`src/sv/tscw_pkg.sv`:
```
`timescale 1ns / 1ps
`default_nettype none

package tscw_pkg;

    localparam int CELL_DEPTH = 2048;
    localparam int CELL_AW    = 11;
    localparam int CELL_W     = 16;
    localparam int FUNC_W     = 2;
    localparam int BYTE_W     = 8;

    localparam logic [BYTE_W-1:0] NEWLINE_CHAR = 8'd10;
    localparam logic [BYTE_W-1:0] BLANK_CHAR   = 8'h20;
    localparam logic [BYTE_W-1:0] ATTR_RESET   = 8'h07;

    typedef enum logic [FUNC_W-1:0] {
        FN_PUT  = 2'd0,
        FN_BKSP = 2'd1,
        FN_READ = 2'd2,
        FN_NONE = 2'd3
    } t_func;

    typedef enum logic [2:0] {
        OP_PUT,
        OP_NEWLINE,
        OP_BKSP,
        OP_READ,
        OP_NOP
    } t_op;

    typedef struct packed {
        t_op                op;
        logic [BYTE_W-1:0]  char_code;
        logic [BYTE_W-1:0]  tail;
        logic [CELL_AW-1:0] addr;
    } t_cmd;

    typedef enum logic [3:0] {
        ST_CLEAR,
        ST_IDLE,
        ST_SHIFT,
        ST_PUTW,
        ST_CHECK,
        ST_SCROLL,
        ST_WIPE,
        ST_COMMIT,
        ST_RDA,
        ST_RDW,
        ST_DONE
    } t_back_state;

endpackage

`default_nettype wire

```
`src/sv/tscw_queue.sv`:
```
`timescale 1ns / 1ps
`default_nettype none

module tscw_queue (
    input  wire logic            i_clk,
    input  wire logic            i_rst_n,
    input  wire logic            i_push,
    input  wire tscw_pkg::t_cmd  i_push_cmd,
    output logic                 o_push_ready,
    output logic                 o_pop_valid,
    output tscw_pkg::t_cmd       o_pop_cmd,
    input  wire logic            i_pop
);
    import tscw_pkg::*;

    t_cmd       r_buf [2];
    logic       r_wp;
    logic       r_rp;
    logic [1:0] r_cnt;
    logic       push_fire;
    logic       pop_fire;

    assign o_push_ready = (r_cnt != 2'd2);
    assign o_pop_valid  = (r_cnt != 2'd0);
    assign o_pop_cmd    = r_buf[r_rp];
    assign push_fire    = i_push & o_push_ready;
    assign pop_fire     = i_pop & o_pop_valid;

    always_ff @(posedge i_clk) begin
        if (push_fire) begin
            r_buf[r_wp] <= i_push_cmd;
        end
    end

    always_ff @(posedge i_clk) begin
        if (!i_rst_n) begin
            r_wp  <= 1'b0;
            r_rp  <= 1'b0;
            r_cnt <= 2'd0;
        end else begin
            if (push_fire) begin
                r_wp <= ~r_wp;
            end
            if (pop_fire) begin
                r_rp <= ~r_rp;
            end
            if (push_fire && !pop_fire) begin
                r_cnt <= r_cnt + 2'd1;
            end else if (pop_fire && !push_fire) begin
                r_cnt <= r_cnt - 2'd1;
            end
        end
    end

endmodule

`default_nettype wire

```
`config.mk`:
```
export PLATFORM = sky130hd
export DESIGN_NAME = tscw_queue
export DESIGN_NICKNAME = d
export VERILOG_FILES = /design/src/sv/tscw_pkg.sv /design/src/sv/tscw_queue.sv
export SDC_FILE = /design/constraint.sdc
export NUM_CORES = 1
export LEC_CHECK = 0
export CAP_MARGIN = 10
export CORE_ASPECT_RATIO = 1.4
export CORE_MARGIN = 4
export CORE_UTILIZATION = 40
export DETAILED_ROUTE_END_ITERATION = 7
export DONT_BUFFER_PORTS = 1
export GPL_TIMING_DRIVEN = 1
export PLACE_DENSITY = 0.56
export SLEW_MARGIN = 0
export SYNTH_ARGS = -nofsm -noshare
export SYNTH_HDL_FRONTEND = slang
export SYNTH_SLANG_ARGS = --single-unit
```
`constraint.sdc`:
```
create_clock -name i_clk -period 4.4 [get_ports i_clk]
set_input_delay 0.22 -clock i_clk [delete_from_list [all_inputs] [get_ports i_clk]]
set_output_delay 0.22 -clock i_clk [all_outputs]
set_load 0.02 [all_outputs]
```
Word level (Yosys, flattened, before mapping)
Memory sizes are Yosys's and may differ from the RTL's. A register that Yosys moved wholly into a read port is not among the register bits.
Cells that the tools add are included.
Operators by class
  add/sub/neg operators: 2
  equal/unequal tests: 1
  multiplexer cells: 6
  bitwise operators: 4
  reduce and logical (&&, ||, !) cells: 6
Operator list (count)
  1-bit 2-to-1 mux: 4
  2-bit 2-to-1 mux: 2
  2-bit nonzero test: 2
  2-bit by 1-bit adder with 2-bit output (second input constant): 1
  1-bit bitwise AND: 2
  1-bit logical AND: 2
  1-bit logical NOT: 2
  2-bit != test (second input constant): 1
  1-bit NOT: 2
  2-bit by 1-bit subtractor with 2-bit output (second input constant): 1
Storage, ports and cells
  register bits after elaboration: 4
  RAM bits: 60
  output and inout bits: 32
  logic and storage cells: 23
  memories: 1
Memory list
  r_buf: words 2, width 30, read ports 1, clocked after memory_dff 1, wr ports 1, RTL line tscw_queue.sv:16  | t_cmd r_buf [2];

Depth between registers and ports, before layout
  depth in word-level cells: 6
  mapped depth: 6
  depth with buffers taken out: 6

Least setup slack after synthesis
OpenSTA, ideal clock, no wires.
  path type: register to register
  start: reg r_cnt[0]
  end: mem r_buf[1][0] in the netlist's numbering (enable)
  setup time: 0.390 ns
  arrival time: 1.391 ns
  data required time: 4.010 ns
  path slack: 2.619 ns
  stages on the path, launching flop included: 3
  buffers on the path: 0
  clock period less this slack: 1.781 ns
  cell sequence: dfxtp_1 -> nand2b_4 -> and3_1
Between the ends
  word-level cells in the longest chain between the ends: 4
Ends and longest elaborated chain
  start: declaration: RTL line tscw_queue.sv:19  | logic [1:0] r_cnt;
  start signal: assignment: RTL line tscw_queue.sv:48  | r_cnt <= r_cnt + 2'd1;
  start signal: assignment: RTL line tscw_queue.sv:50  | r_cnt <= r_cnt - 2'd1;
  2-bit != test: RTL line tscw_queue.sv:23  | assign o_push_ready = (r_cnt != 2'd2);
  via o_push_ready: RTL line tscw_queue.sv:9  | output logic o_push_ready,
  1-bit bitwise AND: RTL line tscw_queue.sv:26  | assign push_fire = i_push & o_push_ready;
  1-bit 2-to-1 mux: RTL line tscw_queue.sv:30  | if (push_fire) begin
  1-bit 2-to-1 mux (implied by the code): RTL line tscw_queue.sv:31  | r_buf[r_wp] <= i_push_cmd;
  end: declaration: RTL line tscw_queue.sv:16
The timed path passes the listed nets, and every way through them passes these cells.

==> metrics.cfg <==
[run_status]
outcome = finished, final reports clean

[layout]
fin_cells = 233
syn2layout_area_growth_pct = 23.38
final_layout_size_suffix_gt1_frac = 0.3006
fin_nets = 193
final_core_util = 0.5081
regArea_mm2 = 0.001902
antennaDiodeCount = 0
fillers = 500
multi_input_area_um2 = 476.7

[grt]
grt_start_max_net_pins = 31
grt_overflow = 0
grt_usage = 0.1156
grt_pass1_wl_um = 6030
first_global_vias = 1207
antenna_found_initial = 0

[drt]
drt_first_pass_iters = 3
top_layer = met4
wl_met1_um = 1294
wl_met3_um = 372
drtIter0Drc = 41
ant_nets = 0
drt-total-wl_um = 3909
vias_per_cell = 4.794
drc = 0
dr_wl_met2_um = 2204
wl_per_cell_um = 16.78
vias = 1117

[placement]
gp_congestion = 0.6712
dp_hpwl_um = 2589
port-buffer-count = 0
dp_slack_ns = 2.374
placedCellCount = 186

[clocking]
cts_root_buf = clkbuf_8
post-cts-setup-buffer-count = 0
cts_buffers = 9
cts_hold_buf = 31
clkSinkCount = 65
cts_tree = built
clock_path_buffers = 2
clk_latency_ns = 0.33
ctsResizeCount = 0
cts.clk_slew.worst_paths_ns = 0.06
cts_max_level = 3

[sta]
period_share = 0.4551
fmax_mhz = 499.4
finalHoldViolations = 0
whs_ns = 0.02306
timing.slew.headroom = 0.2287
worst_slack_ns = 2.398
slew_viol_final = 0
setup_viol = 0
rsz0062_at_grt = no
worst_pin_slew_ns = 1.156
period_minus_slack_ns = 2.002
tns_ns = 0
skew_ns = 0.005467

[critical_path]
crit_type = reg -> out
crit_chain = buf_4 > mux2_2
critical_path.endpoint_type = output port
critical-path-slowest-cell = dfxtp_1
startpoint_type = flop
crit_arrival_ns = 1.78
cp_slowest_stage_delay_ns = 0.66
crit_fanout = 18
required_ns = 4.18

[synth]
syn_area_per_cell_um2 = 20.49
ys_ff_latch = 65
synthCells = 117
synth_edf_count = 60
synth_fp_nets = 152
synth_cell_type_count = 19
netlist_area_mm2 = 0.002397
yosys_most_used_dff = edfxtp_1
synth-async-reset-ratio = 0
yosys_warnings = 0
yosysSeqAreaShare = 0.7933

[die]
rows = 33
die_h_um = 99.60
coreArea_mm2 = 0.005822
die_width_um = 73.43
start_util = 0.4118
ios = 66
die-area_mm2 = 0.007314

[power]
peakVddDrop_uv = 279.8
p_per_area_mw_per_mm2 = 555.3
p_leak_uw = 0.0009984

[run]
maxCapViolations = 0

[hold_path]
min_path_type = in -> reg

synth_stat cells, types with 2 or more instances:
library cell  count  area, um2
buf_2             3      15.01
edfxtp_1         60       1802
dfxtp_1           5      100.1
xnor2_1           2      17.52
mux2_2           30      337.8
and2_1            4      25.02
registers in the layout, summed over array words and instances, names as in the netlist, named ones only:
signal and flops:
r_buf 60, r_cnt 2, r_rp 1, r_wp 1
area by class of cell:
cell class,instances,share of cell area
timing repair buffer,33,0.1100
clock buffer,10,0.04315
tap,70,0.02961
sequential,65,0.6430
inverter,1,0.001269
multi-input combinational,48,0.1612
clock inverter,6,0.01184
final timing paths:
kind                              start               endpoint  slack (ns)  cells after the start
setup reg to reg  r_cnt[0]$_SDFFE_PN0P_  r_buf[0][9]$_DFFE_PP_        2.41                      3
setup / recovery                   flop          o_pop_cmd[17]        2.40                      2
hold reg to reg   r_cnt[1]$_SDFFE_PN0P_  r_cnt[1]$_SDFFE_PN0P_        0.56                      2
hold / removal                  i_rst_n                   flop        0.02                      1
layer usage:
metal | GRT usage | vias up
li1 | - | 535
met1 | 0.1066 | 538
met2 | 0.2026 | 40
met3 | 0.06168 | 4
met4 | 0.05439 | 0
met5 | 0 | -
cell usage in the layout, fill, tap and decap left out, drive strengths merged:
cell / count
buf: 2
clkinv: 5
o21ai: 2
clkbuf: 10
dlygate4sd3: 31
and2: 4
nand3b: 1
a21bo: 1
edfxtp: 60
and3: 1
nand2b: 1
xnor2: 2
mux2: 30
ha: 1
or3: 1
a21boi: 2
inv: 1
clkinvlp: 1
dfxtp: 5
or2: 1
xor2: 1
cell families after synthesis:
family	Yosys count	synth area share
buffers and inverters	4	0.007825
adder cells (fa/ha/maj)	1	0.005218
XOR/XNOR	3	0.01096
AO/OA/AOI/OAI	5	0.01461
multiplexers	30	0.1409
AND/OR/NAND/NOR	9	0.02714
flip-flops	65	0.7933
through the flow:
stage	cell area (um2)	total power [uW]
finish	2958	1642
global route	2958	1734
CTS	2958	1671
detailed placement	2485	1234
global placement	2485	1221
floorplan	2397	1170
where the power goes:
| part | internal [uW] | total (uW) | switching (uW) | leakage, uW |
|---|---|---|---|---|
| registers | 776 | 818 | 41.9 | 0.000602 |
| clock network | 200 | 405 | 205 | 0.0000835 |
| logic | 162 | 419 | 257 | 0.000313 |
worst max-delay path: cells and delay by family, from the launching register on:
family | cells | cell delay, ns
mux | 1 | 0.44
flops | 1 | 0.66
buf+inv | 1 | 0.35
No activity file was read; power rests on OpenSTA's default activity.
