**src/sv/tscw_pkg.sv**
```systemverilog
`timescale 1ns / 1ps
`default_nettype none

package tscw_pkg;

    localparam int CELL_DEPTH = 2048;
    localparam int CELL_AW    = 11;
    localparam int CELL_W     = 16;
    localparam int FUNC_W     = 2;
    localparam int BYTE_W     = 8;

    localparam logic [BYTE_W-1:0] NEWLINE_CHAR = 8'd10;
    localparam logic [BYTE_W-1:0] BLANK_CHAR   = 8'h20;
    localparam logic [BYTE_W-1:0] ATTR_RESET   = 8'h07;

    typedef enum logic [FUNC_W-1:0] {
        FN_PUT  = 2'd0,
        FN_BKSP = 2'd1,
        FN_READ = 2'd2,
        FN_NONE = 2'd3
    } t_func;

    typedef enum logic [2:0] {
        OP_PUT,
        OP_NEWLINE,
        OP_BKSP,
        OP_READ,
        OP_NOP
    } t_op;

    typedef struct packed {
        t_op                op;
        logic [BYTE_W-1:0]  char_code;
        logic [BYTE_W-1:0]  tail;
        logic [CELL_AW-1:0] addr;
    } t_cmd;

    typedef enum logic [3:0] {
        ST_CLEAR,
        ST_IDLE,
        ST_SHIFT,
        ST_PUTW,
        ST_CHECK,
        ST_SCROLL,
        ST_WIPE,
        ST_COMMIT,
        ST_RDA,
        ST_RDW,
        ST_DONE
    } t_back_state;

endpackage

`default_nettype wire

```
**src/sv/tscw_if.sv**
```systemverilog
`timescale 1ns / 1ps
`default_nettype none

interface tscw_in_if;
    import tscw_pkg::*;

    logic               valid;
    logic               ready;
    logic [FUNC_W-1:0]  func;
    logic [BYTE_W-1:0]  char_code;
    logic [BYTE_W-1:0]  tail_length;
    logic [CELL_AW-1:0] cell_addr;

    modport source (output valid, output func, output char_code, output tail_length,
                    output cell_addr, input ready);
    modport sink   (input valid, input func, input char_code, input tail_length,
                    input cell_addr, output ready);
endinterface


`default_nettype wire

```
**src/sv/tscw_front.sv**
```systemverilog
`timescale 1ns / 1ps
`default_nettype none

module tscw_front #(
    parameter int MAX_TAIL = 128
) (
    tscw_in_if.sink         i_in,
    input  wire logic       i_clearing,
    input  wire logic       i_push_ready,
    output logic            o_push,
    output tscw_pkg::t_cmd  o_push_cmd
);
    import tscw_pkg::*;

    logic [BYTE_W:0] tail_ext;

    assign tail_ext    = {1'b0, i_in.tail_length};
    assign i_in.ready  = i_push_ready & ~i_clearing;
    assign o_push      = i_in.valid & ~i_clearing;

    always_comb begin
        o_push_cmd.char_code = i_in.char_code;
        o_push_cmd.addr      = i_in.cell_addr;
        // clamp long tails
        if (tail_ext > (BYTE_W+1)'(MAX_TAIL)) begin
            o_push_cmd.tail = BYTE_W'(MAX_TAIL);
        end else begin
            o_push_cmd.tail = i_in.tail_length;
        end
        case (t_func'(i_in.func))
            FN_PUT: begin
                o_push_cmd.op = (i_in.char_code == NEWLINE_CHAR) ? OP_NEWLINE : OP_PUT;
            end
            FN_BKSP: begin
                o_push_cmd.op = OP_BKSP;
            end
            FN_READ: begin
                o_push_cmd.op = OP_READ;
            end
            default: begin
                o_push_cmd.op = OP_NOP;
            end
        endcase
    end

endmodule

`default_nettype wire

```
**src/flat_wrapper.sv**
```systemverilog
// flat-port wrapper written by rule: the top's interface ports become plain ports
module tscw_front_flat import tscw_pkg::*;
#(
    parameter int MAX_TAIL = 128
)
  (i_clearing, i_push_ready, o_push, o_push_cmd, i_in_valid, i_in_func, i_in_char_code, i_in_tail_length, i_in_cell_addr, i_in_ready);
  tscw_in_if i_in_i ();
  input  wire logic i_clearing;
  input  wire logic i_push_ready;
  output logic o_push;
  output tscw_pkg::t_cmd o_push_cmd;
  input wire logic [$bits(i_in_i.valid)-1:0] i_in_valid;
  input wire logic [$bits(i_in_i.func)-1:0] i_in_func;
  input wire logic [$bits(i_in_i.char_code)-1:0] i_in_char_code;
  input wire logic [$bits(i_in_i.tail_length)-1:0] i_in_tail_length;
  input wire logic [$bits(i_in_i.cell_addr)-1:0] i_in_cell_addr;
  output wire logic [$bits(i_in_i.ready)-1:0] i_in_ready;
  assign i_in_i.valid = i_in_valid;
  assign i_in_i.func = i_in_func;
  assign i_in_i.char_code = i_in_char_code;
  assign i_in_i.tail_length = i_in_tail_length;
  assign i_in_i.cell_addr = i_in_cell_addr;
  assign i_in_ready = i_in_i.ready;
  tscw_front #(.MAX_TAIL(MAX_TAIL)) u_core (.i_in(i_in_i), .i_clearing(i_clearing), .i_push_ready(i_push_ready), .o_push(o_push), .o_push_cmd(o_push_cmd));
endmodule
```
**config.mk**
```make
export PLATFORM = sky130hd
export DESIGN_NAME = tscw_front_flat
export DESIGN_NICKNAME = d
export VERILOG_FILES = /design/src/sv/tscw_pkg.sv /design/src/sv/tscw_if.sv /design/src/sv/tscw_front.sv /design/src/flat_wrapper.sv
export SDC_FILE = /design/constraint.sdc
export NUM_CORES = 1
export LEC_CHECK = 0
export BUFFER_PORTS_ARGS = -buffer_cell sky130_fd_sc_hd__buf_2
export CAP_MARGIN = 15
export CORE_AREA = 2 2 39 41
export DETAILED_ROUTE_END_ITERATION = 6
export DIE_AREA = 0 0 41 43
export MAX_ROUTING_LAYER = met4
export PLACE_DENSITY = 0.86
export SYNTH_ARGS = -nofsm -noshare
export SYNTH_HDL_FRONTEND = slang
export SYNTH_SLANG_ARGS = --single-unit
```
**constraint.sdc**
```tcl
create_clock -name vclk -period 1
set_clock_uncertainty 0.1 [all_clocks]
set_input_delay 0.1 -clock vclk [all_inputs]
set_output_delay 0.1 -clock vclk [all_outputs]
set_load 0.005 [all_outputs]
```
* Word level (Yosys, flattened, before mapping)
Index checks and enable logic that the tools add are counted.
** Word-level totals
- Flip-flop bits (word level) :: 0
- Bits of input ports :: 32
- Logic and storage cells :: 11
- Output and inout port bits :: 32
** Cells by class
- Order comparisons :: 1
- Reductions and logical operators :: 1
- Bitwise logic cells :: 3
- Equal/unequal tests :: 3
- Muxes and demuxes :: 3
** Operators by type and width (count)
- case mux 3 bit (3 select lines) :: 1
- == test 8 x 4 -> 1 bit, second input constant :: 1
- greater-than comparator 8 bit, second input constant :: 1
- two-way mux 8 bit :: 1
- AND 1 bit :: 2
- == test 2 x 1 -> 1 bit, second input constant :: 1
- == test 2 bit, second input constant :: 1
- logical NOT 2 bit :: 1
- two-way mux 1 bit :: 1
- NOT 1 bit :: 1

* Longest topological paths before layout
Gate-level depths: netlist (run 1).
- Depth after elaboration :: 3
- Mapped depth :: 4
- Mapped depth without buffers :: 4

* Least setup slack after synthesis (run 1)
Ideal clock, no wire load.
- Path kind :: input to output
- From :: in i_in_func[0]
- To :: out o_push_cmd[27] in the netlist's numbering
- Data required time :: 800 ps
- Path buffers :: 0
- Cell stages on the path :: 4
- Data arrival time :: 705 ps
- Slack :: 95 ps
- Cell sequence :: inv_1 > ha_1 > nor4b_2 > a32o_2
** RTL lines
- start: declaration :: RTL line flat_wrapper.sv:13 : input wire logic [$bits(i_in_i.func)-1:0] i_in_func;
- end: declaration :: RTL line flat_wrapper.sv:11 : output tscw_pkg::t_cmd o_push_cmd;

==> out/qor.csv, run 1 <==
metric,value,unit
CP required,0.80,ns
remaining global-route overflow,0,
initial antenna violation count,0,
fin cells,80,
Crit-path slowest cell,a32o_2,
yosys warns,0,
vias in the first global route,263,
die area,1760,µm²
P&R area growth vs syn,62.4,%
Synth Area in Simple Gates,0.327,
core area,1380,µm²
status,"finished, violations left",
setup_tns,-0.0370,ns
post-route design area,459,µm²
Remaining DRCs,0,
Fmax,964,MHz
Synth Instances,37,
WP buf/inv,3,
"commonest non-fill, non-tap cells in the layout","buf_2 (40), nor2b_1 (10), buf_4 (5)",
largest net degree at the start of global routing,9,
crit path cell chain,buf_8 -> inv_4 -> ha_4 -> nor4b_4 -> a32o_2 -> buf_2,
Hold/Removal Path Class,in -> out,
die width,41,µm
Crit path arrival time,0.84,ns
RSZ-0062 raised after global routing,yes,
Setup WS post-layout,-0.0370,ns
Hold Fails Final Rpt,0,
ratio of cells with drive above 1 in the final layout,0.828,
CP Max Fanout,2,
first-pass GRT wire length,1040,µm
register area,0,µm²
post-synthesis sequential area ratio,0,
Comb pwr share,1.000,
Syn Area/Cell,7.64,µm²
num ports,64,
Tmin final,1.04,ns
placed cell area,397,µm²
combinational family with the most area after synthesis,buffers and inverters,
via count,306,
largest area contributor in the netlist,buf_4,
Synth top area share,0.504,
worst slew margin relative to its limit,0.880,
WL per Instance,9.98,µm
placed insts,79,
diode count,0,
failing checks,setup timing,
GR Util All Layers,0.0839,
Antenna Violating Nets Remaining,0,
Synth Area in XOR/XNOR,0,
"slowest stage delay, CP",0.25,ns
leak pwr,0.272,nW
gp weighted congestion,0.627,
crit start category,primary input,
Die Ht,43,µm
Synth area leaders,"buf_4 (50%), nor2b_1 (22%), nor4b_2 (11%)",
Max-Cap Viols,0,
Synth Area in Compound Gates,0.0398,
count of different cell masters after synthesis,7,
nets@finish,100,
Max rail drop VDD,0.0000830,V
# clk buffers,0,
post-synthesis mux area share,0,
power per cell area,365,nW/µm²
Sw Ratio,0.384,
post-synth design cell area,283,µm²
worst hold stages,0,
sw power,64.5,µW
Max Slew Vio Count,0,
critical path type,in -> out,
post-synthesis adder-cell area fraction,0.0885,
# rows,14,
cell family with most CP delay,compound AO/OA/AOI/OAI gates,
clock power share,0,
Worst Hold End,o_push_cmd[4],
Final setup viols,1,
Port Buf Inserts,42,
syn nets,71,
number of DRC markers in iteration 0,0,
Hold Crit Start,i_in_cell_addr[4],
Tcrit/Tclk final,1.04,
Worst Tran Pin Value,0.180,ns
post-DP HPWL,670,µm
initial core utilization,0.204,
"most common cell after layout, fill and taps aside",buf_2,
Worst setup EP type,output pin,
Reg power frac,0,
Internal Pwr Total,103,µW
first-pass iteration count of the detailed router,1,
wire length after detailed routing,798,µm
Seq Cell Count,0,
vias per cell,3.83,
## Yosys cell counts
library cell and n:
inv_1 2, nor4b_2 2, nor2b_1 10, a32o_2 1, buf_4 19, clkbuf_1 1, ha_1 2
## power groups by stage
stage	clock network, mW	registers [mW]	logic [mW]
after CTS	0	0	0.167
after global routing	0	0	0.184
after global placement	0	0	0.135
after detailed placement	0	0	0.140
after floorplan	0	0	0.0952
final	0	0	0.168
## worst max path at each step
stage                     endpoint          from  slack [ns]  depth (start not counted)
detailed placement  o_push_cmd[27]  i_in_func[0]       -0.14                          6
global placement    o_push_cmd[27]  i_in_func[0]       -0.11                          6
global route        o_push_cmd[27]  i_in_func[1]       -0.09                          6
floorplan           o_push_cmd[27]  i_in_func[0]         0.1                          4
CTS                 o_push_cmd[27]  i_in_func[1]       -0.03                          6
finish              o_push_cmd[27]  i_in_func[1]       -0.04                          6
## kinds of logic (layout without fill, tap and decap cells)
kind of cell / count (synthesis) / count (layout)
and+or+nand+nor: 12 / 12
buffers and inverters: 22 / 49
adders and majority gates: 2 / 2
AOI/OAI and AO/OA: 1 / 1
## metal layers
metal  up-vias  track usage  wire [µm]
met5         -            -          0
li1        152            -          -
met2        24        0.184        508
met3         0       0.0262        108
met1       130       0.0538        181
met4         0      0.00667          0
## through the flow
| stage | util | hold slack [ns] | setup WS [ns] | power (mW) |
|---|---|---|---|---|
| after floorplan | - | 0.130 | 0.0951 | 0.0952 |
| after global placement | 0.287 | 0.100 | -0.111 | 0.135 |
| after detailed placement | 0.287 | 0.100 | -0.138 | 0.140 |
| after CTS | 0.332 | 0.100 | -0.0304 | 0.167 |
| after global routing | 0.332 | 0.100 | -0.0860 | 0.184 |
| final | 0.332 | 0.100 | -0.0370 | 0.168 |
## layout make-up
cell class,instances,area (µm²)
inverters,2,12.5
fillers,143,925
well taps,16,20.0
multi-input cells,15,159
repair buffers,47,268
## timing repair
item / in CTS / in global routing
endpoints found under the setup margin: 1 / 1
resized for setup: 12 / 0
setup buffers: 1 / 0
pin swaps: 3 / 1
hold buffers: 0 / 0
(Power assumes the default switching activity.)
==> inputs of run 2 (changes only) <==
- ABC_AREA: default -> 1
- PLACE_DENSITY: 0.86 -> 0.89
==> run 2 against run 1 <==
- the run now ends clean
- sequential share of layout area did not move
- largest power group unchanged
- highest routed layer is now met4
- die area is the same
- maximum frequency up 11%
- critical endpoint unchanged
==> out/qor.csv, run 2 <==
metric,value,unit,change
clock power share,0,,about the same
Comb pwr share,1.000,,about the same
Hold/Removal Path Class,in -> out,,unchanged
num ports,64,,unchanged
post-synth design cell area,315,µm²,was 283 µm²
number of DRC markers in iteration 0,0,,unchanged
Max-Cap Viols,0,,unchanged
crit path cell chain,buf_4 -> inv_4 -> ha_4 -> nand3b_1 -> o21ai_1 -> buf_2,,was buf_8 -> inv_4 -> ha_4 -> nor4b_4 -> a32o_2 -> buf_2
WL per Instance,7.85,µm,was 9.98 µm
post-synthesis sequential area ratio,0,,unchanged
RSZ-0062 raised after global routing,yes,,unchanged
Tcrit/Tclk final,0.938,,was 1.04
Syn Area/Cell,5.44,µm²,was 7.64 µm²
Internal Pwr Total,79.8,µW,was 103 µW
core area,1380,µm²,unchanged
post-DP HPWL,717,µm,was 670 µm
placed insts,96,,was 79
# rows,14,,unchanged
count of different cell masters after synthesis,8,,was 7
"commonest non-fill, non-tap cells in the layout","buf_2 (41), nor2_1 (14), inv_1 (10)",,"was buf_2 (40), nor2b_1 (10), buf_4 (5)"
die area,1760,µm²,unchanged
leak pwr,0.294,nW,was 0.272 nW
yosys warns,0,,unchanged
Fmax,1070,MHz,was 964 MHz
CP required,0.80,ns,about the same
vias per cell,4.06,,was 3.83
remaining global-route overflow,0,,unchanged
Commonest cells post-synth,"buf_4 (19), nor2_1 (17), inv_1 (12), nand2_1 (4)",,"was buf_4 (19), nor2b_1 (10), ha_1 (2), inv_1 (2), nor4b_2 (2)"
"slowest stage delay, CP",0.13,ns,was 0.25 ns
Max Slew Vio Count,0,,unchanged
GR Util All Layers,0.0880,,was 0.0839
ratio of cells with drive above 1 in the final layout,0.600,,was 0.828
initial core utilization,0.228,,was 0.204
sw power,68.1,µW,was 64.5 µW
gp weighted congestion,0.712,,was 0.627
die width,41,µm,unchanged
Tot Pwr,148,µW,was 168 µW
Max rail drop VDD,0.000107,V,was 0.0000830 V
Final setup viols,0,,was 1
via count,390,,was 306
Port Buf Inserts,42,,unchanged
initial antenna violation count,0,,unchanged
worst slew margin relative to its limit,0.891,,was 0.880
Seq Cell Count,0,,unchanged
Crit path arrival time,0.74,ns,was 0.84 ns
placed cell area,399,µm²,was 397 µm²
"most common cell after layout, fill and taps aside",buf_2,,unchanged
Die Ht,43,µm,unchanged
first-pass iteration count of the detailed router,1,,unchanged
Remaining DRCs,0,,unchanged
first-pass GRT wire length,1090,µm,was 1040 µm
Worst Tran Pin Value,0.163,ns,was 0.180 ns
Reg power frac,0,,about the same
Antenna Violating Nets Remaining,0,,unchanged
P&R area growth vs syn,34.5,%,was 62.4%
nets@finish,116,,was 100
Synth top area share,0.452,,was 0.504
largest area contributor in the netlist,buf_4,,unchanged
largest net degree at the start of global routing,6,,was 9
cell family with most CP delay,buffers and inverters,,was compound AO/OA/AOI/OAI gates
Crit-path slowest cell,buf_4,,was a32o_2
CP Max Fanout,4,,was 2
WP buf/inv,3,,unchanged
Sw Ratio,0.460,,was 0.384
diode count,0,,unchanged
status,finished clean,,"was finished, violations left"
Synth area leaders,"buf_4 (45%), nor2_1 (20%), inv_1 (14%)",,"was buf_4 (50%), nor2b_1 (22%), nor4b_2 (11%)"
Hold Fails Final Rpt,0,,unchanged
Tmin final,0.938,ns,was 1.04 ns
critical path type,in -> out,,unchanged
register area,0,µm²,unchanged
# clk buffers,0,,unchanged
setup_tns,0,ns,was -0.0370 ns
Synth Instances,58,,was 37
most frequent cell after synthesis,buf_4,,unchanged
vias in the first global route,298,,was 263
wire length after detailed routing,754,µm,was 798 µm
Worst setup EP type,output pin,,unchanged
power per cell area,349,nW/µm²,was 365 nW/µm²
fin cells,96,,was 80
crit start category,primary input,,unchanged
syn nets,92,,was 71
post-route design area,424,µm²,was 459 µm²
post-CTS setup buffers,0,,was 1
## run 2: cell types whose count changed after synthesis, moves of 2 or more
cell	change
inv_1	+10
nand2_1	+4
nand3b_1	+2
nor2_1	+17
nor2b_1	-10
nor4b_2	-2
## run 2: logic make-up after synthesis
family                   Yosys count  synth area share
AO/OA/AOI/OAI                      1            0.0159
AND/OR/NAND/NOR                   23             0.298
adder cells (fa/ha/maj)            2            0.0794
buffers and inverters             32             0.607
## run 2: timing repair
item	in CTS	in global routing
endpoints found under the setup margin	1	5
gates resized for setup	1	9
pin swaps	0	2
hold buffers	0	0
## run 2: final timing paths
kind,from,endpoint,slack [ns],cells past startpoint
setup / recovery,i_in_func[1],o_push_cmd[27],0.06,6
hold / removal,i_in_cell_addr[10],o_push_cmd[10],0.10,0
## run 2: cell type report
cell class                      instances  area [µm²]
Multi-Input combinational cell         26         144
Timing Repair Buffer                   42         213
Inverter                               12        47.5
Fill cell                             153         960
Tap cell                               16        20.0
## run 2: stage by stage
stage	setup slack (ns)	util	hold slack (ns)
after floorplan	0.258	-	0.131
after global placement	0.0735	0.288	0.100
after detailed placement	-0.0367	0.288	0.100
after CTS	0.00217	0.288	0.100
after global routing	-0.00503	0.307	0.100
final	0.0619	0.307	0.100
## run 2: routing by layer
| metal | up-vias | GRT usage | routed length (µm) |
|---|---|---|---|
| li1 | 191 | - | - |
| met1 | 159 | 0.0601 | 204 |
| met2 | 34 | 0.191 | 394 |
| met3 | 6 | 0.00524 | 128 |
| met4 | 0 | 0.0333 | 25 |
| met5 | - | - | 0 |
## run 2: power groups by stage
stage	clock network [mW]	logic [mW]	registers, mW
floorplan	0	0.103	0
global placement	0	0.133	0
detailed placement	0	0.140	0
CTS	0	0.141	0
global route	0	0.171	0
finish	0	0.148	0
==> inputs of run 3 (changes only) <==
- CELL_PAD_IN_SITES_DETAIL_PLACEMENT: default -> 0
- CELL_PAD_IN_SITES_GLOBAL_PLACEMENT: default -> 1
- CORE_AREA: 2 2 39 41 -> default
- CORE_ASPECT_RATIO: default -> 1.5
- CORE_UTILIZATION: default -> 13
- DIE_AREA: 0 0 41 43 -> default
- PLACE_DENSITY: 0.89 -> 0.94
==> run 3 against run 2 <==
- core utilization fell by 10 points
- sequential cell count stayed put
- final cell count increased by 7.3%
- combinational power increased by 5%
- total power grew 5.6%
- cell area is 8.3% higher
- clock-buffer cell count unchanged
- critical endpoint is now o_push_cmd[13]
- largest cell class unchanged
- largest power group unchanged
==> out/qor.csv, run 3 (synthesis results as in run 2) <==
metric,value,unit,change
register area,0,µm²,unchanged
FILL cells,267,,was 153
# rows,21,,was 14
Tmin final,0.932,ns,was 0.938 ns
CP Max Fanout,4,,unchanged
via count,380,,was 390
Max Slew Vio Count,0,,unchanged
post-DP HPWL,588,µm,was 717 µm
leak pwr,0.307,nW,was 0.294 nW
status,finished clean,,unchanged
Antenna Violating Nets Remaining,0,,unchanged
P&R area growth vs syn,45.6,%,was 34.5%
post-CTS setup buffers,0,,unchanged
Tcrit/Tclk final,0.932,,was 0.938
Remaining DRCs,0,,unchanged
gp weighted congestion,0.647,,was 0.712
ratio of cells with drive above 1 in the final layout,0.575,,was 0.600
placed cell area,408,µm²,was 399 µm²
Crit. Startpoint,i_in_tail_length[5],,was i_in_func[1]
WL per Instance,6.46,µm,was 7.85 µm
Hold/Removal Path Class,in -> out,,unchanged
vias per cell,3.69,,was 4.06
Crit path arrival time,0.73,ns,was 0.74 ns
worst setup path end,o_push_cmd[13],,was o_push_cmd[27]
Port Buf Inserts,42,,unchanged
num ports,64,,unchanged
initial core utilization,0.140,,was 0.228
crit start category,primary input,,unchanged
"commonest non-fill, non-tap cells in the layout","buf_2 (37), nor2_1 (13), inv_1 (12)",,"was buf_2 (41), nor2_1 (14), inv_1 (10)"
# clk buffers,0,,unchanged
Max rail drop VDD,0.0000844,V,was 0.000107 V
power per cell area,340,nW/µm²,was 349 nW/µm²
wire length after detailed routing,665,µm,was 754 µm
Hold Fails Final Rpt,0,,unchanged
CP required,0.80,ns,about the same
first-pass GRT wire length,1010,µm,was 1090 µm
Final setup viols,0,,unchanged
multi-input logic area,144,µm²,unchanged
"most common cell after layout, fill and taps aside",buf_2,,unchanged
Tot Pwr,156,µW,was 148 µW
Max-Cap Viols,0,,unchanged
remaining global-route overflow,0,,unchanged
Worst setup EP type,output pin,,unchanged
worst slew margin relative to its limit,0.897,,was 0.891
diode count,0,,unchanged
initial antenna violation count,0,,unchanged
largest net degree at the start of global routing,6,,unchanged
critical path type,in -> out,,unchanged
die area,2630,µm²,was 1760 µm²
first-pass iteration count of the detailed router,1,,unchanged
GR Util All Layers,0.0444,,was 0.0880
die width,42.2,µm,was 41 µm
core area,2260,µm²,was 1380 µm²
Die Ht,62.3,µm,was 43 µm
RSZ-0062 raised after global routing,yes,,unchanged
Fmax,1070,MHz,about the same
Worst Tran Pin Value,0.154,ns,was 0.163 ns
nets@finish,116,,unchanged
vias in the first global route,333,,was 298
Seq Cell Count,0,,unchanged
number of DRC markers in iteration 0,0,,unchanged
post-route design area,459,µm²,was 424 µm²
[run 3: cell counts in the layout (fill, tap and decap cells not counted)]
Identical to the previous run, type by type.
[run 3: area by class of cell]
type,count,share of cell area
inverter,12,0.0981
multi-input combinational,26,0.313
tap,23,0.0627
timing repair buffer,42,0.526
[run 3: what timing repair did]
| item | 4_1_cts | 5_1_grt |
|---|---|---|
| hold buffers | 0 | 0 |
| resized for setup | 0 | 12 |
| endpoints found under the setup margin | 0 | 5 |
[run 3: how the worst min path moves through the flow]
stage / startpoint / endpoint / slack, ns / cells past startpoint
6_report: i_in_cell_addr[0] / o_push_cmd[0] / 0.10 / 0
5_1_grt: i_in_cell_addr[4] / o_push_cmd[4] / 0.10 / 0
4_1_cts: i_in_cell_addr[2] / o_push_cmd[2] / 0.10 / 0
3_5_place_dp: i_in_cell_addr[2] / o_push_cmd[2] / 0.10 / 0
3_3_place_gp: i_in_cell_addr[2] / o_push_cmd[2] / 0.10 / 0
2_1_floorplan: i_clearing / i_in_ready / 0.13 / 1
[run 3: per-stage QoR]
step / hold slack [ns] / TNS (ns) / utilization / setup slack [ns] / instances
6_report: 0.100 / 0 / 0.203 / 0.0676 / 103
5_1_grt: 0.100 / -0.00220 / 0.203 / -0.00220 / 103
4_1_cts: 0.100 / 0 / 0.181 / 0.0541 / 103
3_5_place_dp: 0.100 / 0 / 0.181 / 0.0533 / 103
3_3_place_gp: 0.100 / 0 / 0.181 / 0.0598 / 103
2_1_floorplan: 0.131 / 0 / - / 0.258 / 58
[run 3: power by group]
group,internal (mW),leakage [nW],switching [mW]
Combinational,0.0898,0.307,0.0663
Clock,0,0,0
Sequential,0,0,0
[run 3: per-layer routing]
| layer | up-vias | routed length, µm | track usage |
|---|---|---|---|
| li1 | 191 | - | - |
| met1 | 149 | 171 | 0.0246 |
| met2 | 38 | 360 | 0.112 |
| met3 | 2 | 130 | 0.00581 |
| met4 | 0 | 2 | 0.00391 |
| met5 | - | 0 | - |
[run 3: critical path: stages]
cell     delay, ns
buf_6         0.10
nor2_4        0.08
nand2_1       0.06
nor2_1        0.12
nor2_2        0.07
nor2_1        0.09
buf_2         0.11
